==> src/hw/rtl/assert_macros.svh <==
// Assertion macros for the RTL, included by the top level.
// Expects clk_i and rst_ni (active low) in the scope where a macro is used.
`ifndef ASSERT_MACROS_SVH
`define ASSERT_MACROS_SVH

// Plain property, checked at every rising edge outside reset.
`define SWMA_ASSERT(label, prop, msg) \
  label: assert property (@(posedge clk_i) disable iff (!rst_ni) (prop)) else $error(msg);

// Condition in this cycle implies a consequence in the next cycle.
`define SWMA_ASSERT_NEXT(label, ante, cons, msg) \
  label: assert property (@(posedge clk_i) disable iff (!rst_ni) (ante) |=> (cons)) \
    else $error(msg);

`endif

==> src/hw/rtl/swma_pkg.sv <==
// Shared types and constants for the six-axis weighted moving average.
// No dependencies; used by swma_cell, swma_lane and the top level.
`default_nettype none

package swma_pkg;

  // Sample and result width
  localparam int unsigned DATA_W = 16;

  // Saturation bounds of a result
  localparam logic signed [DATA_W-1:0] DATA_MAX = 16'sh7fff;
  localparam logic signed [DATA_W-1:0] DATA_MIN = 16'sh8000;

  // Stages after the history state: magnitude, estimate, product, quotient, output
  localparam int unsigned PIPE_DEPTH = 5;

  // Configuration register index
  localparam int unsigned CFG_IDX_W = 3;

  typedef enum logic [CFG_IDX_W-1:0] {
    REG_GYRO_PITCH_OFS = 3'd0,
    REG_GYRO_ROLL_OFS  = 3'd1,
    REG_GYRO_YAW_OFS   = 3'd2,
    REG_ACCEL_X_OFS    = 3'd3,
    REG_ACCEL_Y_OFS    = 3'd4,
    REG_ACCEL_Z_OFS    = 3'd5
  } swma_reg_e;

  // Pipeline control handed from the top level to every lane
  typedef struct packed {
    logic                  push;  // input transfer: shift the history
    logic [PIPE_DEPTH-1:0] adv;   // stage k+1 loads from stage k
  } swma_ctrl_t;

endpackage

`default_nettype wire

==> src/hw/rtl/swma_cell.sv <==
// One tap of an axis history line: a sample register that loads from its
// neighbor (cell 0 from the input sample) on every shift. Depends on swma_pkg.
`default_nettype none

module swma_cell (
  input  wire logic                               clk_i,
  input  wire logic                               rst_ni,
  input  wire logic                               en_i,
  input  wire logic signed [swma_pkg::DATA_W-1:0] d_i,
  output logic signed      [swma_pkg::DATA_W-1:0] q_o
);

  logic signed [swma_pkg::DATA_W-1:0] tap_q;

  // History starts at zero
  always_ff @(posedge clk_i or negedge rst_ni) begin
    if (!rst_ni) begin
      tap_q <= '0;
    end else if (en_i) begin
      tap_q <= d_i;
    end
  end

  assign q_o = tap_q;

endmodule

`default_nettype wire

==> src/hw/rtl/swma_lane.sv <==
// One axis: a chain of history cells, running plain and weighted sums,
// division by the weight total, offset and saturation. Depends on swma_pkg, swma_cell.
`default_nettype none

module swma_lane #(
  parameter int unsigned TAPS = 8
) (
  input  wire logic                               clk_i,
  input  wire logic                               rst_ni,
  input  wire swma_pkg::swma_ctrl_t               ctrl_i,
  input  wire logic signed [swma_pkg::DATA_W-1:0] sample_i,
  input  wire logic signed [swma_pkg::DATA_W-1:0] offset_i,
  output logic signed      [swma_pkg::DATA_W-1:0] smooth_o
);

  localparam int unsigned DW     = swma_pkg::DATA_W;
  // Weight total N(N+1)/2 and the widths it implies
  localparam int unsigned DIV    = TAPS * (TAPS + 1) / 2;
  localparam int unsigned DIV_W  = $clog2(DIV + 1);
  localparam int unsigned SUM_W  = DW + DIV_W;      // |sum| <= 32768 * DIV
  localparam int unsigned MAG_W  = SUM_W - 1;
  localparam int unsigned EXT_W  = SUM_W + 2;
  localparam int unsigned QUO_W  = DW;              // quotient <= 32768
  localparam int unsigned PROD_W = 2 * MAG_W + 1;
  localparam int unsigned OUT_W  = DW + 2;
  // Reciprocal floor(2^MAG_W / DIV): estimate is exact or one short
  localparam logic [MAG_W:0]   RECIP   = (MAG_W + 1)'((64'd1 << MAG_W) / DIV);
  localparam logic [MAG_W-1:0] DIV_MAG = MAG_W'(DIV);

  // ------------------------------------------------------------------
  // History line: cell 0 newest, cell TAPS-1 oldest
  logic signed [DW-1:0] tap [TAPS];

  for (genvar k = 0; k < TAPS; k++) begin : g_cell
    if (k == 0) begin : g_head
      swma_cell u_cell (
        .clk_i  (clk_i),
        .rst_ni (rst_ni),
        .en_i   (ctrl_i.push),
        .d_i    (sample_i),
        .q_o    (tap[k])
      );
    end else begin : g_body
      swma_cell u_cell (
        .clk_i  (clk_i),
        .rst_ni (rst_ni),
        .en_i   (ctrl_i.push),
        .d_i    (tap[k-1]),
        .q_o    (tap[k])
      );
    end
  end

  // ------------------------------------------------------------------
  // Running sums: S' = S + x - oldest, W' = W + N*x - S
  logic signed [SUM_W-1:0] sum_q, sum_d;
  logic signed [SUM_W-1:0] wsum_q, wsum_d;
  logic signed [EXT_W-1:0] sum_ext, wsum_ext;

  always_comb begin
    sum_ext  = EXT_W'(sum_q) + EXT_W'(sample_i) - EXT_W'(tap[TAPS-1]);
    wsum_ext = EXT_W'(wsum_q) + EXT_W'(TAPS) * EXT_W'(sample_i) - EXT_W'(sum_q);
    sum_d    = sum_ext[SUM_W-1:0];
    wsum_d   = wsum_ext[SUM_W-1:0];
  end

  always_ff @(posedge clk_i or negedge rst_ni) begin
    if (!rst_ni) begin
      sum_q  <= '0;
      wsum_q <= '0;
    end else if (ctrl_i.push) begin
      sum_q  <= sum_d;
      wsum_q <= wsum_d;
    end
  end

  // ------------------------------------------------------------------
  // Stage 1: sign and magnitude
  logic                    neg1_q;
  logic [MAG_W-1:0]        mag1_q;
  logic signed [SUM_W-1:0] wsum_neg;

  assign wsum_neg = -wsum_q;

  always_ff @(posedge clk_i) begin
    if (ctrl_i.adv[0]) begin
      neg1_q <= wsum_q[SUM_W-1];
      mag1_q <= wsum_q[SUM_W-1] ? wsum_neg[MAG_W-1:0] : wsum_q[MAG_W-1:0];
    end
  end

  // Stage 2: quotient estimate by reciprocal multiply
  logic              neg2_q;
  logic [MAG_W-1:0]  mag2_q;
  logic [QUO_W-1:0]  qest2_q;
  logic [PROD_W-1:0] recip_prod;

  assign recip_prod = PROD_W'(mag1_q) * PROD_W'(RECIP);

  always_ff @(posedge clk_i) begin
    if (ctrl_i.adv[1]) begin
      neg2_q  <= neg1_q;
      mag2_q  <= mag1_q;
      qest2_q <= recip_prod[MAG_W+QUO_W-1:MAG_W];
    end
  end

  // Stage 3: estimate times divisor
  logic             neg3_q;
  logic [MAG_W-1:0] mag3_q;
  logic [QUO_W-1:0] qest3_q;
  logic [MAG_W-1:0] qd3_q;
  logic [SUM_W-1:0] qd_full;

  assign qd_full = SUM_W'(qest2_q) * SUM_W'(DIV);

  always_ff @(posedge clk_i) begin
    if (ctrl_i.adv[2]) begin
      neg3_q  <= neg2_q;
      mag3_q  <= mag2_q;
      qest3_q <= qest2_q;
      qd3_q   <= qd_full[MAG_W-1:0];
    end
  end

  // Stage 4: correct by one where the remainder reaches the divisor, restore sign
  logic signed [QUO_W:0] avg4_q;
  logic [MAG_W-1:0]      rem;
  logic [QUO_W:0]        quo;
  logic signed [QUO_W:0] avg_d;

  always_comb begin
    rem   = mag3_q - qd3_q;
    quo   = (QUO_W + 1)'(qest3_q) + (QUO_W + 1)'(rem >= DIV_MAG);
    avg_d = neg3_q ? -$signed(quo) : $signed(quo);
  end

  always_ff @(posedge clk_i) begin
    if (ctrl_i.adv[3]) begin
      avg4_q <= avg_d;
    end
  end

  // Stage 5: add calibration offset and saturate (output register)
  logic signed [DW-1:0]    smooth_q;
  logic signed [OUT_W-1:0] total;
  logic signed [DW-1:0]    smooth_d;

  always_comb begin
    total = OUT_W'(avg4_q) + OUT_W'(offset_i);
    if (total > OUT_W'(swma_pkg::DATA_MAX)) begin
      smooth_d = swma_pkg::DATA_MAX;
    end else if (total < OUT_W'(swma_pkg::DATA_MIN)) begin
      smooth_d = swma_pkg::DATA_MIN;
    end else begin
      smooth_d = total[DW-1:0];
    end
  end

  always_ff @(posedge clk_i) begin
    if (ctrl_i.adv[4]) begin
      smooth_q <= smooth_d;
    end
  end

  assign smooth_o = smooth_q;

endmodule

`default_nettype wire

==> config.mk <==
export PLATFORM = sky130hd
export DESIGN_NAME = swma_lane
export DESIGN_NICKNAME = d
export VERILOG_FILES = /design/src/hw/rtl/assert_macros.svh /design/src/hw/rtl/swma_pkg.sv /design/src/hw/rtl/swma_cell.sv /design/src/hw/rtl/swma_lane.sv
export SDC_FILE = /design/constraint.sdc
export NUM_CORES = 1
export LEC_CHECK = 0
export ABC_AREA = 0
export BUFFER_PORTS_ARGS = -buffer_cell sky130_fd_sc_hd__buf_2
export CORE_MARGIN = 2
export CORE_UTILIZATION = 50
export CTS_CLUSTER_SIZE = 16
export DETAILED_ROUTE_END_ITERATION = 12
export PLACE_DENSITY = 0.71
export SETUP_SLACK_MARGIN = 0.1
export SLEW_MARGIN = 20
export SYNTH_ARGS = -nofsm -noshare
export SYNTH_HDL_FRONTEND = slang
export SYNTH_SLANG_ARGS = --single-unit
==> constraint.sdc <==
create_clock -name clk_i -period 18 [get_ports clk_i]
set_input_delay 3.6 -clock clk_i [delete_from_list [all_inputs] [get_ports clk_i]]
set_output_delay 3.6 -clock clk_i [all_outputs]
set_load 0.03 [all_outputs]
==> impl_metrics.csv <==
group,metric,value,unit
status,status,"finished, final reports clean",
timing,setup_violations,0,
detailed_routing,wl,39.17,mm
yosys,synth_compound_area_frac,0.1038,
finish,multiInputGateArea,11790,µm²
clocking,cts_tree,"built",
timing,fin_setup_tns,0,ns
worst_setup_path,max_stage_delay,0.72,ns
timing,slew_viol_final,0,
finish,diodes,0,
detailed_routing,drcViolationCount,0,
detailed_routing,routed.top_layer,"met4",
yosys,yosysWarnings,0,
floorplanning,core,42980,µm²
floorplanning,fp.dieArea,45100,µm²
hold_path,hold_depth,0,
placement,placed_area,22580,µm²
floorplanning,die_w,212.4,µm
yosys,synth-edff-count,143,
clocking,clkSlewWorstSetupHoldPaths,0.06,ns
global_routing,antenna_found_initial,0,
global_routing,grt_pass1_wl,67.03,mm
yosys,netlist_area,21710,µm²
clocking,clockBufferDepth,3,
yosys,synthXorXnorAreaFrac,0.05366,
yosys,async_reset_ff_frac,0.5460,
worst_setup_path,critPathTopFamily,"adder cells",
yosys,syn_avg_cell_area,11.24,µm²
worst_setup_path,critical_path.most_common_cell,"fa_1",
yosys,synthCells,1932,
clocking,insertion_delay,0.57,ns
worst_setup_path,cp_cell_sequence,"fa_1 -> ha_1 -> inv_1 -> fa_1 -> fa_1 -> fa_1 -> fa_1 -> inv_1 -> ha_1 -> a21oi_1 -> o21ai_0 -> a2111oi_0 -> a21oi_1 -> o21ai_1 -> a21boi_1 -> a211oi_1 -> o21bai_1 -> xor2_1",
worst_setup_path,reg2regPathDepth,18,
worst_setup_path,start_kind,"flip-flop",
worst_setup_path,endpoint_kind,"flip-flop",
hold_path,hold_class,"reg -> reg",
detailed_routing,drtIter0Drc,593,
yosys,synth_cell_types,80,
timing,timing.final.ws_setup,11.39,ns
floorplanning,fp-row-count,76,
floorplanning,start_util,0.5051,
timing,fin_skew,0.03385,ns
clocking,cts_made_buffers,36,
global_routing,grt_max_degree,104,
worst_setup_path,path_class,"reg -> reg",
placement,gp_congestion,0.8922,
finish,fin_area,23790,µm²
floorplanning,io-pin-count,56,
yosys,yosys.area_share.simple,0.06662,
detailed_routing,post_drt_via_cell_ratio,5.276,
global_routing,grt_pass1_vias,14152,
timing,tightestPinTransition,1.040,ns
detailed_routing,drtAntennaViolNets,0,
yosys,yosysTopAreaCellShare,0.1983,
worst_setup_path,critical_path_depth,18,
worst_setup_path,arrival,6.91,ns
timing,finalHoldViolCount,0,
yosys,ys.flop_type,"dfrtp_1",
clocking,post_cts_buffers,0,
clocking,cts-htree-levels,2,
timing,fmax,151.3,MHz
detailed_routing,wl_met1,17.12,mm
finish,n_fill_cell,3631,
yosys,synthAdderAreaFrac,0.2454,
detailed_routing,drtPass1Iterations,5,
detailed_routing,wl_per_cell,15.08,µm
clocking,cts_resized,0,
placement,portBuffers,55,
yosys,syn-num-nets,2324,
timing,fin_crit,6.611,ns
clocking,numClockSinks,315,
clocking,root_buffer,"clkbuf_16",
yosys,synth_top_cell_by_area,"dfrtp_1",
finish,drive_above_1_share,0.1336,
worst_setup_path,crit_buf_inv,2,
timing,max_slew_margin,0.3054,
detailed_routing,vias,13708,
yosys,synthMuxAreaShare,0.07343,
worst_setup_path,required,18.29,ns
detailed_routing,dr_wl_met3,1.107,mm
global_routing,grt.total_usage,0.1833,
yosys,ys_seq_area_frac,0.3961,
finish,layout.nets,2379,
yosys,netlist_top_cells_area,"dfrtp_1 20%, edfxtp_1 20%, ha_1 13%",
worst_setup_path,slowest_stage,"a2111oi_0",
global_routing,overflow,0,
timing,timing.hold.ws,0.4156,ns
finish,syn2layout_area_growth,9.602,%
worst_setup_path,critical_path.startpoint,"mag1_q[8]$_DFFE_PP_",
timing,rsz0062_at_grt,"no",
timing,final.period_utilization,0.3673,
hold_path,min_from,"mag2_q[16]$_DFFE_PP_",
yosys,synth_top_family_by_area,"adder cells",
placement,hpwl,30.83,mm
worst_setup_path,crit_fanout,5,
yosys,synth-seq-cells,315,
finish,seqCellArea,8598,µm²
flow_run,maxCapViolCount,0,
floorplanning,dieHeight,212.4,µm
placement,pre_cts_ws,10.98,ns
clocking,ctsHoldBuffers,0,
detailed_routing,dr_wl_met2,20.03,mm
worst_setup_path,timing.rr.start,"mag1_q[8]$_DFFE_PP_",
-- cell usage in the layout (no fill, tap or decap), types with 10 or more instances in the layout --
| cell type | n |
|---|---|
| inv_1 | 307 |
| ha_1 | 229 |
| dfrtp_1 | 172 |
| edfxtp_1 | 143 |
| mux2_2 | 128 |
| fa_1 | 123 |
| xnor2_1 | 103 |
| nor2_1 | 78 |
| o21ai_0 | 76 |
| nand2_1 | 76 |
| a21oi_1 | 72 |
| buf_2 | 53 |
| a21o_1 | 44 |
| clkbuf_16 | 36 |
| nand3_1 | 32 |
| xor2_1 | 30 |
| nor3_1 | 30 |
| o21a_1 | 18 |
| o31ai_1 | 17 |
| o21bai_1 | 16 |
| nand4_1 | 15 |
| a31oi_1 | 13 |
| nand2b_1 | 13 |
| mux2i_1 | 13 |
| a211oi_1 | 11 |
| or3_1 | 10 |
-- synth_stat cells, types with 6 or more instances --
| library cell | count |
|---|---|
| a2111oi_0 | 6 |
| mux2_2 | 128 |
| or3_1 | 10 |
| nor4_1 | 8 |
| o21ai_1 | 6 |
| edfxtp_1 | 143 |
| nand3_1 | 32 |
| clkbuf_1 | 32 |
| nor3_1 | 30 |
| a31oi_1 | 13 |
| o21bai_1 | 16 |
| o211ai_1 | 7 |
| dfrtp_1 | 172 |
| inv_1 | 307 |
| ha_1 | 229 |
| nor2_1 | 78 |
| nand4_1 | 15 |
| o21ai_0 | 76 |
| fa_1 | 123 |
| a21o_1 | 44 |
| xor2_1 | 30 |
| nand2b_1 | 13 |
| nand2_1 | 76 |
| o31ai_1 | 17 |
| and3_1 | 7 |
| mux2i_1 | 13 |
| o41ai_1 | 6 |
| a211oi_1 | 11 |
| a21oi_1 | 72 |
| nor2b_1 | 9 |
| xnor2_1 | 103 |
| o21a_1 | 18 |
-- final cells by class --
class | instances | area share
sequential | 315 | 0.3614
tap | 585 | 0.03076
clock inverter | 15 | 0.008203
multi-input combinational | 1268 | 0.4953
clock buffer | 49 | 0.04201
inverter | 307 | 0.04843
timing repair buffer | 59 | 0.01388
-- registers in the layout, indices dropped and copies added (netlist names) --
name                      count
sum_q                        22
mag2_q                       19
avg4_q                       17
g_cell.g_body.u_cell.q_o    112
wsum_q                       22
neg2_q                        1
qest3_q                      16
qest2_q                      16
smooth_o                     16
mag1_q                       21
mag3_q                       19
g_cell.g_head.u_cell.q_o     16
neg1_q                        1
neg3_q                        1
qd3_q                        16
-- worst paths after layout --
check,end,slack [ns]
setup / recovery,qest2_q[13]$_DFFE_PP_,11.39
hold / removal,mag3_q[16]$_DFFE_PP_,0.42
setup reg to reg,qest2_q[13]$_DFFE_PP_,11.39
hold reg to reg,mag3_q[16]$_DFFE_PP_,0.42
max in group asynchronous,g_cell[7].g_body.u_cell.q_o[13]$_DFFE_PN0P_,13.40
min in group asynchronous,g_cell[2].g_body.u_cell.q_o[3]$_DFFE_PN0P_,3.14
-- through the flow --
step	instances	utilization
finish	2598	0.5536
global route	2598	0.5536
CTS	2597	0.5531
detailed placement	2533	0.5253
global placement	2533	0.5253
floorplan	1932	-
-- kinds of logic (layout without fill, tap and decap cells) --
family / count (synthesis) / count (layout)
DFF: 315 / 315
muxes: 143 / 143
xor gates and xnor gates: 133 / 133
adders and majority gates: 352 / 352
and+or+nand+nor: 300 / 300
AOI/OAI and AO/OA: 340 / 340
buffers and inverters: 349 / 430
-- layer usage --
layer / vias to the layer above / global-route usage
li1: 6755 / -
met5: - / 0
met1: 6697 / 0.2294
met2: 186 / 0.3295
met4: 0 / 0.05546
met3: 70 / 0.02467
Power is left out: the tool's default activity adds up to more than one toggle a clock period on the data nets, which glitch-free logic cannot reach.
